==> config.mk <==
export PLATFORM = sky130hd
export DESIGN_NAME = lpi_div_cell
export DESIGN_NICKNAME = d
export VERILOG_FILES = /design/src/rtl/lpi_pkg.sv /design/src/rtl/lpi_div_cell.sv
export SDC_FILE = /design/constraint.sdc
export NUM_CORES = 1
export LEC_CHECK = 0
export ABC_AREA = 1
export CAP_MARGIN = 5
export CORE_MARGIN = 5
export CORE_UTILIZATION = 45
export DETAILED_ROUTE_END_ITERATION = 8
export DONT_BUFFER_PORTS = 1
export REMOVE_ABC_BUFFERS = 1
export SLEW_MARGIN = 5
export SYNTH_ARGS = -nofsm -noshare
export SYNTH_HDL_FRONTEND = slang
export SYNTH_SLANG_ARGS = --single-unit
==> constraint.sdc <==
create_clock -name clk -period 8.8 [get_ports clk]
set_input_delay 1.76 -clock clk [delete_from_list [all_inputs] [get_ports clk]]
set_output_delay 1.76 -clock clk [all_outputs]
set_load 0.005 [all_outputs]
==> src/rtl/lpi_pkg.sv <==
package lpi_pkg;

  // Default field widths
  localparam int COORD_BITS_DEF = 24;
  localparam int DIR_BITS_DEF   = 16;

  // Control travelling alongside each transaction through the pipeline
  typedef struct packed {
    logic valid;
    logic found;   // determinant nonzero
    logic ovf_x;   // x quotient does not fit the coordinate range
    logic ovf_y;   // y quotient does not fit the coordinate range
    logic neg_x;   // x offset is negative
    logic neg_y;   // y offset is negative
  } lpi_ctrl_t;

endpackage

==> src/rtl/lpi_div_cell.sv <==
module lpi_div_cell import lpi_pkg::*; #(
  parameter int COORD_BITS = COORD_BITS_DEF,
  parameter int DIR_BITS   = DIR_BITS_DEF
) (
  input  logic                    clk,
  input  logic                    rst_n,
  input  lpi_ctrl_t               ctrl_i,
  input  logic [2*DIR_BITS-1:0]   dm_i,
  input  logic [COORD_BITS-1:0]   base_x_i,
  input  logic [COORD_BITS-1:0]   base_y_i,
  input  logic [2*DIR_BITS-1:0]   rem_x_i,
  input  logic [2*DIR_BITS-1:0]   rem_y_i,
  input  logic [COORD_BITS-1:0]   lo_x_i,
  input  logic [COORD_BITS-1:0]   lo_y_i,
  output logic                    take,
  input  logic                    dn_take,
  output lpi_ctrl_t               ctrl_o,
  output logic [2*DIR_BITS-1:0]   dm_o,
  output logic [COORD_BITS-1:0]   base_x_o,
  output logic [COORD_BITS-1:0]   base_y_o,
  output logic [2*DIR_BITS-1:0]   rem_x_o,
  output logic [2*DIR_BITS-1:0]   rem_y_o,
  output logic [COORD_BITS-1:0]   lo_x_o,
  output logic [COORD_BITS-1:0]   lo_y_o
);

  localparam int C  = COORD_BITS;
  localparam int RW = 2*DIR_BITS;

  // One restoring step: shift in the next dividend bit, subtract if it fits.
  // Quotient bits enter the dividend word from the bottom.
  logic [RW:0]   trial_x, trial_y, diff_x, diff_y;
  logic          ge_x, ge_y;
  logic [RW-1:0] rem_x_nxt, rem_y_nxt;
  logic [C-1:0]  lo_x_nxt, lo_y_nxt;

  always_comb begin
    trial_x   = {rem_x_i, lo_x_i[C-1]};
    trial_y   = {rem_y_i, lo_y_i[C-1]};
    diff_x    = trial_x - {1'b0, dm_i};
    diff_y    = trial_y - {1'b0, dm_i};
    ge_x      = (trial_x >= {1'b0, dm_i});
    ge_y      = (trial_y >= {1'b0, dm_i});
    rem_x_nxt = ge_x ? diff_x[RW-1:0] : trial_x[RW-1:0];
    rem_y_nxt = ge_y ? diff_y[RW-1:0] : trial_y[RW-1:0];
    lo_x_nxt  = {lo_x_i[C-2:0], ge_x};
    lo_y_nxt  = {lo_y_i[C-2:0], ge_y};
  end

  assign take = !ctrl_o.valid || dn_take;

  // Stage register: only the valid bit is reset
  always_ff @(posedge clk) begin
    if (!rst_n) begin
      ctrl_o.valid <= 1'b0;
    end else if (take) begin
      ctrl_o.valid <= ctrl_i.valid;
    end
    if (take) begin
      ctrl_o.found <= ctrl_i.found;
      ctrl_o.ovf_x <= ctrl_i.ovf_x;
      ctrl_o.ovf_y <= ctrl_i.ovf_y;
      ctrl_o.neg_x <= ctrl_i.neg_x;
      ctrl_o.neg_y <= ctrl_i.neg_y;
      dm_o         <= dm_i;
      base_x_o     <= base_x_i;
      base_y_o     <= base_y_i;
      rem_x_o      <= rem_x_nxt;
      rem_y_o      <= rem_y_nxt;
      lo_x_o       <= lo_x_nxt;
      lo_y_o       <= lo_y_nxt;
    end
  end

endmodule

# Word-level counts from Yosys, hierarchy flattened
# Index checks and enable logic that the tools add are counted.
dict set report word_totals {
  register_bits 198
  in_bits 201
  out_inout_bits 199
  word_cells 21
}
dict set report classes {
  add_sub_neg 2
  magnitude_cmp 2
  n_mux 2
  reduce_logical 2
}
# cell n
set ops {}
lappend ops {{greater-or-equal comparator 33 x 32 -> 1 bit} 2}
lappend ops {{two-way mux 32 bit} 2}
lappend ops {{subtractor 32 bit} 2}
lappend ops {{logical NOT 1 bit} 1}
lappend ops {{logical OR 1 bit} 1}

# Depth between registers and ports, before layout
dict set report logic_depth {
  ltp_word 2
  mapped_depth 16
  depth_no_buf 14
}

# Worst setup path before layout
# Ideal clock, no wire load.
dict set report synth_timing {
  path_type {input to output}
  from {input dn_take}
  to {output take}
  t_arrival_ns 5.979
  required_ns 7.040
  setup_slack_ns 1.061
  stages 2
  n_path_buf 0
  cell_sequence {inv_1 > nand2_1}
}
dict set report synth_via {
  elab_chain_cells 1
}
# element line
set synth_lines {}
lappend synth_lines {{from (decl)} lpi_div_cell.sv:16} ;# input logic dn_take,
lappend synth_lines {{logical OR 1 bit} lpi_div_cell.sv:50} ;# assign take = !ctrl_o.valid || dn_take;
lappend synth_lines {{to (decl)} lpi_div_cell.sv:15} ;# output logic take,
# Every way passes these cells.

# Worst setup path in the final report
# Ends and elaborated chain as after synthesis.

==> qor.json <==
{
  "status": {"value": "finished, final reports clean"},
  "clock_tree.htree_level_count": {"value": 4},
  "post_cts.resized_instances": {"value": 0},
  "least_margin_pin_slew": {"value": 0.9613, "unit": "ns"},
  "critical_path_buf_inv_count": {"value": 1},
  "antenna_violations_before_repair": {"value": 0},
  "die_span_in_y": {"value": 174.8, "unit": "µm"},
  "timing.clock.skew": {"value": 0.02003, "unit": "ns"},
  "cts_setup_buffers": {"value": 0},
  "route.final.wire_length": {"value": 36520, "unit": "µm"},
  "number_of_placement_rows": {"value": 60},
  "dpl_cell_area": {"value": 12520, "unit": "µm²"},
  "track_usage": {"value": 23.34, "unit": "%"},
  "die_width": {"value": 174.8, "unit": "µm"},
  "first_global_vias": {"value": 8997},
  "numCtsBuffers": {"value": 17},
  "synth.avg_cell_area": {"value": 8.275, "unit": "µm²"},
  "postSynthRegisterBits": {"value": 198},
  "initial_core_utilization": {"value": 45.47, "unit": "%"},
  "routed-via-count": {"value": 9331},
  "worst_flop_to_flop_path_startpoint": {"value": "ctrl_o[5]"},
  "setup_violations": {"value": 0},
  "clock_latency_late_sink": {"value": 0.44, "unit": "ns"},
  "fmax": {"value": 248.3, "unit": "MHz"},
  "timing.final.max_slew_violations": {"value": 0},
  "critPathKind": {"value": "in2out"},
  "drv_cap": {"value": 0},
  "post_route_cells_drive_above_1_share": {"value": 6.443, "unit": "%"},
  "ys_types": {"value": 32},
  "critPathMaxFanout": {"value": 42},
  "cts.clk_slew.worst_paths": {"value": 0.09, "unit": "ns"},
  "timing.critical_path.slowest_cell_delay": {"value": 0.43, "unit": "ns"},
  "cp_data_arrival_time": {"value": 2.27, "unit": "ns"},
  "leakage": {"value": 6.542, "unit": "nW"},
  "grt_pass1_wl": {"value": 54300, "unit": "µm"},
  "cts-root-to-sink-buffers": {"value": 2},
  "firstDrtPassIters": {"value": 5},
  "critPathLaunchType": {"value": "input pin"},
  "n_antenna_cell": {"value": 0},
  "ctsRootBufferMaster": {"value": "sky130_fd_sc_hd__clkbuf_16"},
  "grt_setup_unrepaired": {"value": "false"},
  "port_buffers": {"value": 0},
  "maximum_number_of_pins_on_one_net_before_global_route_repair": {"value": 159},
  "path_cells": {"value": "inv_1, nand2_4"},
  "worstHoldStart": {"value": "ctrl_o[5]"},
  "global_route_congestion_overflow_total": {"value": 0},
  "most_common_library_cell_in_the_layout_ignoring_fill_and_taps": {"value": "sky130_fd_sc_hd__nand2_1"},
  "drt_drc_violations_left": {"value": 0},
  "io-pin-count": {"value": 400},
  "dp_cells": {"value": 1799},
  "period_share": {"value": 45.76, "unit": "%"},
  "area_delta_synth_final": {"value": 7.340, "unit": "%"},
  "ys.warnings.count": {"value": 0},
  "clkSinkCount": {"value": 198},
  "power.density_cell_area": {"value": 189.4, "unit": "nW/µm²"},
  "number_of_standard_cells_in_the_final_layout_excluding_fillers": {"value": 1831},
  "final_net_count": {"value": 1744},
  "drt-initial-drc-count": {"value": 737},
  "cp_top_family": {"value": "simple AND/OR/NAND/NOR gates"},
  "timing.final.hold_violations": {"value": 0},
  "routabilityCongestion": {"value": 0.9689},
  "wire_per_inst": {"value": 19.94, "unit": "µm"},
  "area_of_the_die": {"value": 30560, "unit": "µm²"},
  "worst-endpoint-required": {"value": 7.04, "unit": "ns"},
  "startpoint": {"value": "dn_take"},
  "final_area": {"value": 13120, "unit": "µm²"},
  "cts-hold-fix-buffers": {"value": 0},
  "critPathSlowestCell": {"value": "sky130_fd_sc_hd__nand2_4"},
  "worst_slew_margin_rel": {"value": 35.91, "unit": "%"},
  "tritoncts": {"value": "done"},
  "total_negative_slack": {"value": 0, "unit": "ns"},
  "route.antenna.remaining_nets": {"value": 0},
  "avg_vias_per_cell": {"value": 5.096},
  "placeableCoreArea": {"value": 26880, "unit": "µm²"},
  "synthCells": {"value": 1477},
  "dp_hpwl": {"value": 29810, "unit": "µm"},
  "endpoint_kind": {"value": "output port"},
  "synth_seq_area_share": {"value": 48.57, "unit": "%"},
  "holdCritPathClass": {"value": "reg2reg"},
  "layout.cells.most_common_list": {"value": "sky130_fd_sc_hd__nand2_1, sky130_fd_sc_hd__inv_1, sky130_fd_sc_hd__edfxtp_1"},
  "power.ir.vdd_worst": {"value": 0.1342, "unit": "mV"},
  "syn-cell-area": {"value": 12220, "unit": "µm²"},
  "period_needed": {"value": 4.027, "unit": "ns"}
}
==> through the flow <==
step | setup WS (ns) | hold WS [ns] | power (W) | utilization (%)
after floorplan | 1.061 | 1.859 | 0.001569 | -
after global placement | 4.439 | 1.063 | 0.001710 | 46.58
after detailed placement | 4.402 | 1.069 | 0.001711 | 46.58
after CTS | 4.762 | 1.085 | 0.002514 | 48.81
after global routing | 4.564 | 1.135 | 0.002628 | 48.81
final | 4.773 | 1.056 | 0.002484 | 48.81
==> logic make-up (layout without fill, tap and decap cells) <==
group                    count (synthesis)  in the layout  synth area share, %
XOR/XNOR                                29             29                2.078
AND/OR/NAND/NOR                        837            837                30.53
flip-flops                             198            198                48.57
buffers and inverters                  298            311                9.818
adder cells (fa/ha/maj)                 66             66                6.880
AO/OA/AOI/OAI                           49             49                2.129
==> layout make-up <==
class,instances,area [µm²]
sequential,198,5936
inverter,278,1044
timing repair buffer,1,20.02
tap,341,426.7
clock buffer,17,425.4
multi-input combinational,981,5094
clock inverter,15,173.9
fill,2575,13760
==> power breakdown <==
group          leakage (nW)  switching (W)  total (W)  internal (W)
logic                  4.20       0.000309   0.000454      0.000145
clock network         0.290       0.000411   0.000797      0.000387
registers              2.06      0.0000678    0.00123       0.00117
total                  6.54       0.000787    0.00248       0.00170
==> cell usage after synthesis (all sizes together) <==
| library cell | n | area (µm²) |
|---|---|---|
| nand2 | 560 | 2177 |
| inv | 278 | 1044 |
| edfxtp | 197 | 5916 |
| nand3 | 133 | 800.8 |
| nor2 | 85 | 369.1 |
| ha | 64 | 800.8 |
| a21oi | 39 | 195.2 |
| xor2 | 27 | 236.5 |
| nand3b | 21 | 157.7 |
| nor3 | 21 | 120.1 |
| buf | 20 | 156.4 |
| and2 | 13 | 81.33 |
| nand4 | 4 | 25.02 |
| o21ai | 4 | 20.02 |
| a21o | 3 | 22.52 |
| fa | 2 | 40.04 |
| o21bai | 2 | 15.01 |
| xnor2 | 2 | 17.52 |
| a21boi | 1 | 7.510 |
| dfxtp | 1 | 20.02 |
==> sequential cells by signal, summed over array words and instances (netlist names) <==
signal,flops
base_x_o,24
base_y_o,24
ctrl_o,6
dm_o,32
lo_x_o,24
lo_y_o,24
rem_x_o,32
rem_y_o,32
==> routing by layer <==
layer | vias up | track usage, % | share of wire, % | wire, µm
met5 | - | 0 | 0 | 0
met4 | 0 | 7.300 | 3.0 | 1085
met3 | 53 | 6.123 | 6.9 | 2534
met2 | 346 | 43.06 | 52 | 19020
met1 | 4261 | 26.35 | 38 | 13880
li1 | 4671 | - | - | -
==> worst paths after layout <==
check / endpoint / slack [ns] / depth (start not counted)
setup / recovery: take / 4.77 / 2
hold / removal: base_x_o[19] / 1.06 / 1
setup reg to reg: dm_o[13] / 6.74 / 2
hold reg to reg: base_x_o[19] / 1.06 / 1
No activity file was read; power rests on OpenSTA's default activity.
