===== config.mk =====
export PLATFORM = sky130hd
export DESIGN_NAME = lpi_back
export DESIGN_NICKNAME = d
export VERILOG_FILES = /design/src/rtl/lpi_pkg.sv /design/src/rtl/lpi_back.sv
export SDC_FILE = /design/constraint.sdc
export NUM_CORES = 1
export LEC_CHECK = 0
export ABC_AREA = 1
export BUFFER_PORTS_ARGS = -buffer_cell sky130_fd_sc_hd__buf_4
export CAP_MARGIN = 20
export CORE_MARGIN = 1.5
export CORE_UTILIZATION = 46
export DETAILED_ROUTE_END_ITERATION = 8
export GPL_ROUTABILITY_DRIVEN = 0
export PLACE_DENSITY_LB_ADDON = 0.12
export SKIP_LAST_GASP = 1
export SLEW_MARGIN = 20
export SYNTH_ARGS = -nofsm -noshare
export SYNTH_HDL_FRONTEND = slang
export SYNTH_SLANG_ARGS = --single-unit

===== constraint.sdc =====
create_clock -name clk -period 3.55 [get_ports clk]
set_input_delay 0.355 -clock clk [delete_from_list [all_inputs] [get_ports clk]]
set_output_delay 0.355 -clock clk [all_outputs]
set_load 0.02 [all_outputs]

===== src/rtl/lpi_pkg.sv =====
package lpi_pkg;

  // Default field widths
  localparam int COORD_BITS_DEF = 24;
  localparam int DIR_BITS_DEF   = 16;

  // Control travelling alongside each transaction through the pipeline
  typedef struct packed {
    logic valid;
    logic found;   // determinant nonzero
    logic ovf_x;   // x quotient does not fit the coordinate range
    logic ovf_y;   // y quotient does not fit the coordinate range
    logic neg_x;   // x offset is negative
    logic neg_y;   // y offset is negative
  } lpi_ctrl_t;

endpackage


===== src/rtl/lpi_back.sv =====
module lpi_back import lpi_pkg::*; #(
  parameter int COORD_BITS = COORD_BITS_DEF
) (
  input  logic                         clk,
  input  logic                         rst_n,
  input  lpi_ctrl_t                    ctrl_i,
  input  logic [COORD_BITS-1:0]        base_x_i,
  input  logic [COORD_BITS-1:0]        base_y_i,
  input  logic [COORD_BITS-1:0]        q_x_i,
  input  logic [COORD_BITS-1:0]        q_y_i,
  output logic                         take,
  output logic                         out_valid,
  input  logic                         out_ready,
  output logic signed [COORD_BITS-1:0] out_cross_x,
  output logic signed [COORD_BITS-1:0] out_cross_y,
  output logic                         out_found,
  output logic                         out_clipped
);

  localparam int C = COORD_BITS;
  localparam logic [C-1:0] MAX_C = {1'b0, {(C-1){1'b1}}};
  localparam logic [C-1:0] MIN_C = {1'b1, {(C-1){1'b0}}};

  // Add the signed offset to the base point and saturate
  logic [C+1:0] sum_x, sum_y, off_x, off_y;
  logic         sat_x, sat_y, clip_x, clip_y;
  logic [C-1:0] res_x, res_y;

  always_comb begin
    off_x  = ctrl_i.neg_x ? -{2'b00, q_x_i} : {2'b00, q_x_i};
    off_y  = ctrl_i.neg_y ? -{2'b00, q_y_i} : {2'b00, q_y_i};
    sum_x  = {{2{base_x_i[C-1]}}, base_x_i} + off_x;
    sum_y  = {{2{base_y_i[C-1]}}, base_y_i} + off_y;
    sat_x  = (sum_x[C+1:C-1] != 3'b000) && (sum_x[C+1:C-1] != 3'b111);
    sat_y  = (sum_y[C+1:C-1] != 3'b000) && (sum_y[C+1:C-1] != 3'b111);
    clip_x = ctrl_i.ovf_x || sat_x;
    clip_y = ctrl_i.ovf_y || sat_y;

    if (ctrl_i.ovf_x) begin
      res_x = ctrl_i.neg_x ? MIN_C : MAX_C;
    end else if (sat_x) begin
      res_x = sum_x[C+1] ? MIN_C : MAX_C;
    end else begin
      res_x = sum_x[C-1:0];
    end

    if (ctrl_i.ovf_y) begin
      res_y = ctrl_i.neg_y ? MIN_C : MAX_C;
    end else if (sat_y) begin
      res_y = sum_y[C+1] ? MIN_C : MAX_C;
    end else begin
      res_y = sum_y[C-1:0];
    end
  end

  assign take = !out_valid || out_ready;

  // Output register
  always_ff @(posedge clk) begin
    if (!rst_n) begin
      out_valid <= 1'b0;
    end else if (take) begin
      out_valid <= ctrl_i.valid;
    end
  end

  always_ff @(posedge clk) begin
    if (take) begin
      out_found   <= ctrl_i.found;
      out_cross_x <= ctrl_i.found ? res_x : '0;
      out_cross_y <= ctrl_i.found ? res_y : '0;
      out_clipped <= ctrl_i.found && (clip_x || clip_y);
    end
  end

endmodule


### Yosys cells after proc, flatten, opt, wreduce, memory -nomap -nowiden

Index checks and enable logic that the tools add are counted.
Widths: inputs -> output; s select.

| storage, ports and cells | value |
|---|---|
| bits in registers | 51 |
| output and inout bits | 52 |
| word-level logic and storage cells | 31 |

| operators by class | value |
|---|---|
| add/subtract/negate cells | 4 |
| equality and inequality tests | 2 |
| multiplexer cells | 10 |
| reductions and logical operators | 10 |

Operators by type and width:

| cell | count |
|---|---|
| $mux 24 | 8 |
| $add 26x26->26 | 2 |
| $mux 26 | 2 |
| $neg 24->26 | 2 |
| $ne 3x3->1 const B | 2 |
| $reduce_bool 3->1 | 2 |
| $logic_or 1x1->1 | 4 |
| $logic_and 1x1->1 | 3 |
| $logic_not 1->1 | 1 |

### Longest topological paths before layout

| logic depth | value |
|---|---|
| depth after elaboration | 8 |
| depth in mapped cells | 26 |

### Worst setup path after synthesis

Ideal clock, no wire load.

| timing path | value |
|---|---|
| path type | input to register |
| start point | in q_x_i[0] |
| end point | reg out_cross_x[0], data pin |
| setup time | 280 ps |
| arrival | 3168 ps |
| data required time | 3270 ps |
| path slack | 102 ps |
| stages | 24 |
| path buffers | 1 |
| cell sequence | inv_1 -> ha_1 -> nand2_1 -> nor3_1 -> nand3_1 -> nor3_1 -> nand2_1 -> nand2_1 -> o21ai_0 -> xor2_1 -> ha_1 -> nand2_1 -> inv_1 -> a21oi_2 -> nor2_1 -> nor2_1 -> nand2_1 -> nor2_1 -> nand2_2 -> nand3_4 -> nor2_2 -> nor2_4 -> buf_6 -> a21oi_2 |

| between the ends | value |
|---|---|
| word-level cells in the longest chain between the ends | 7 |

Ends and longest elaborated chain:

| element | RTL line | source |
|---|---|---|
| from (decl) | lpi_back.sv:9 | `input logic [COORD_BITS-1:0] q_x_i,` |
| $neg 24->26 | lpi_back.sv:30 | `off_x = ctrl_i.neg_x ? -{2'b00, q_x_i} : {2'b00, q_x_i};` |
| $mux 26 * | lpi_back.sv:30 |  |
| $add 26x26->26 * | lpi_back.sv:32 | `sum_x = {{2{base_x_i[C-1]}}, base_x_i} + off_x;` |
| $ne 3x3->1 / $reduce_bool 3->1 (equally long branches) | lpi_back.sv:34 | `sat_x = (sum_x[C+1:C-1] != 3'b000) && (sum_x[C+1:C-1] != 3'b111);` |
| $logic_and 1x1->1 | lpi_back.sv:34 |  |
| $mux 24 * | lpi_back.sv:41 | `end else if (sat_x) begin` |
| $mux 24 * | lpi_back.sv:39 | `if (ctrl_i.ovf_x) begin` |
| to (signal assigned) | lpi_back.sv:70 | `out_cross_x <= ctrl_i.found ? res_x : '0;` |
| to (decl) | lpi_back.sv:14 | `output logic signed [COORD_BITS-1:0] out_cross_x,` |

Mark *: on every way between the ends. The rest lies on a longest branch, timed or not.
A chain may end at the register's enable or synchronous reset.

### Final worst setup path

| timing path | value |
|---|---|
| start point | in q_x_i[1] |
| end point | reg out_cross_x[5], data pin |

The elaborated chain is that of the path after synthesis.

==> reports/metrics.csv <==
metric,value,unit
die_w,128,um
r2r_cells,2,
maxCapViolations,0,
fmax,279,MHz
hold_start,ctrl_i[4],
outcome,"complete, but fails checks",
initial_core_util,47.4,%
critical_path.most_common_cell,nand2_2,
hpwlAfterDp,17.4,mm
holdPathStages,1,
grtUsageTotal,24.1,%
ant_nets,0,
grt_start_max_net_pins,34,
worstHoldPathType,input port to flip-flop,
worst_setup_path_end_kind,flip-flop,
powerDensity,337,nW/um2
dp_slack,-316,ps
finalSetupViolCount,20,
die-area,16500,um2
synth_seq_cells,51,
slowest_stage,ha_1,
grt_overflow,0,
synth_edf_count,50,
cts.htree.levels,2,
worst-path-max-fanout,7,
cpPeakStageDelay,380,ps
ioPinCount,157,
grt_pass1_wl,32.1,mm
start_kind,input port,
io_buffers,156,
final_nets,1503,
drv_slew,0,
critPathRequiredTime,3560,ps
clkSlewWorstSetupHoldPaths,60,ps
clk_latency,290,ps
synth_ff_type,edfxtp_1,
hold_viol,0,
yosysWarnings,0,
async_flop_share,0,%
fin_area,10100,um2
diodes,0,
worstPathArrival,3600,ps
rsz0062_at_grt,true,
root_buffer,clkbuf_16,
cts-buffers-inserted,5,
core_area,15300,um2
syn-num-nets,1239,
reg2reg_slack,2060,ps
routed_wl,21.0,mm
cts_tree,done,
ys_seq_area_share,21.0,%
max_slew.worst_pin.slew,960,ps
min_period_over_period,101,%
worstSetupPathType,input port to flip-flop,
rows,45,
power,0.00341,W
vdd_ir_drop_max,0.000234,V
reg2reg_from,out_valid$_SDFFE_PN0P_,
synth_top_area_cell,edfxtp_1,
clock_sink_count,51,
violations,negative setup slack,
synth_area_per_cell,6.71,um2
dieHeight,128,um
setup_slack,-34.9,ps
reg2reg_to,out_cross_x[19]$_SDFFCE_PN0P_,
yosys.area.top_type_share,20.8,%
drive_gt1_share,36.8,%
ys_top_cells_by_area,"edfxtp_1 (21%), nand2_1 (16%), ha_1 (9.3%)",
fin_hold_ws,281,ps
grt_pass1_vias,6739,
drt_pass1_iterations,5,
fin_crit,3580,ps
syn-cell-area,7230,um2
antenna_found_initial,0,
p_leak,5.02,nW
synthCells,1078,
vias_per_cell,4.97,
drtIter0Drc,591,
max_slew_margin,35.9,%
dpl_cell_area,9350,um2
vias,7722,
netlist-cell-type-count,38,
wl_per_cell,13.5,um
fin_worst_skew,3.69,ps
cts_buffer_depth,2,
drc,0,
area_growth,39.8,%
min_to,out_found$_DFFE_PP_,
-- metrics by stage --
step	utilization [%]	std cells	setup TNS (ps)
after CTS	62.3	1536	0
after global routing	66.3	1554	-6500
after detailed placement	61.3	1528	-10820
final	66.3	1554	-280
after floorplan	-	1078	0
after global placement	61.3	1528	-7340
-- flip-flops by register name (all words and copies together) (netlist names) --
signal	count
out_cross_x	24
out_valid	1
out_cross_y	24
out_found	1
out_clipped	1
-- synth_stat cells, types with 2 or more instances --
library cell,instances
nand2_1,307
nor2_2,13
edfxtp_1,50
nand4_1,21
nand3_2,23
and2_1,4
fa_1,2
a31oi_1,8
a21oi_2,44
nor3_2,3
or2_2,3
nor2_1,99
buf_2,2
nor2_4,4
nor3_1,18
xnor2_1,24
inv_1,140
o31ai_1,2
buf_6,6
nor4_1,3
ha_1,54
buf_8,2
clkbuf_1,10
or2_1,2
nand2_4,3
nand3_1,52
o21bai_1,7
xor2_1,57
o21ai_0,24
inv_2,7
nand2_2,24
a21oi_1,54
-- how the worst max path moves through the flow --
stage	from	end	depth (start not counted)
finish	q_x_i[1]	out_cross_x[5]$_SDFFCE_PN0P_	25
global route	q_x_i[1]	out_cross_x[5]$_SDFFCE_PN0P_	25
CTS	q_x_i[0]	out_cross_x[5]$_SDFFCE_PN0P_	27
detailed placement	q_x_i[0]	out_cross_x[5]$_SDFFCE_PN0P_	25
global placement	q_x_i[0]	out_clipped$_DFFE_PP_	26
floorplan	q_x_i[0]	out_cross_x[0]$_SDFFCE_PN0P_	24
-- placed cells by master (no fill, tap or decap), types with 5 or more instances in the layout --
| cell type | count |
|---|---|
| nor2_1 | 83 |
| nand4_1 | 21 |
| a21oi_2 | 47 |
| nor3_2 | 5 |
| nand2_1 | 277 |
| buf_4 | 265 |
| nor2_2 | 22 |
| o21ai_0 | 22 |
| nand3_2 | 26 |
| clkbuf_16 | 8 |
| a21oi_1 | 47 |
| nor3_1 | 14 |
| edfxtp_1 | 50 |
| inv_2 | 11 |
| nor2_4 | 11 |
| o21bai_1 | 7 |
| ha_1 | 45 |
| nand3_1 | 47 |
| ha_4 | 5 |
| xnor2_1 | 23 |
| inv_1 | 131 |
| nand2_4 | 5 |
| nand2_2 | 52 |
| a31oi_1 | 8 |
| xor2_1 | 56 |
-- cell type report --
cell class,count,area [um2]
multi-input combinational,860,5420
sequential,51,1520
inverter,148,571
fill,1364,5150
timing repair buffer,276,2190
tap,211,264
clock buffer,5,125
clock inverter,3,20.0
-- worst max-delay path: cells and delay by family --
family | cells | cell delay [ps]
AO/OA/AOI/OAI | 2 | 120
XOR/XNOR | 1 | 170
AND/OR/NAND/NOR | 16 | 1960
buffers and inverters | 4 | 490
adder cells (fa/ha/maj) | 2 | 510
-- cells by family (layout without fill, tap and decap cells) --
kind of cell    Yosys count  count (layout)  synth area share [%]
fa+ha+maj                56              56                  9.89
flops                    51              51                  21.0
compound gates          142             142                  12.7
buf+inv                 168             432                  9.69
xor+xnor                 81              81                  9.81
simple gates            580             581                  36.9
-- per-layer routing --
metal  track usage (%)  share of wire [%]  vias to the layer above
met2              34.2                 40                      234
met1              39.4                 53                     3445
met4              4.43               0.96                        0
met5                 0                  0                        -
li1                  -                  -                     4029
met3              1.91                6.2                       14
-- timing repair --
| item | 4_1_cts | 5_1_grt |
|---|---|---|
| hold buffers | 0 | 0 |
| setup buffers | 0 | 14 |
| pin swaps | 0 | 49 |
| resized for setup | 3 | 112 |
| endpoints found under the setup margin | 7 | 49 |
| gates cloned | 0 | 4 |
-- power breakdown --
group	switching (W)	leakage [nW]	internal [W]
registers	0.0000251	0.564	0.000773
clock network	0.000204	0.0658	0.000260
logic	0.00124	4.39	0.000907
Note: power is estimated with default switching activity, not from simulation.
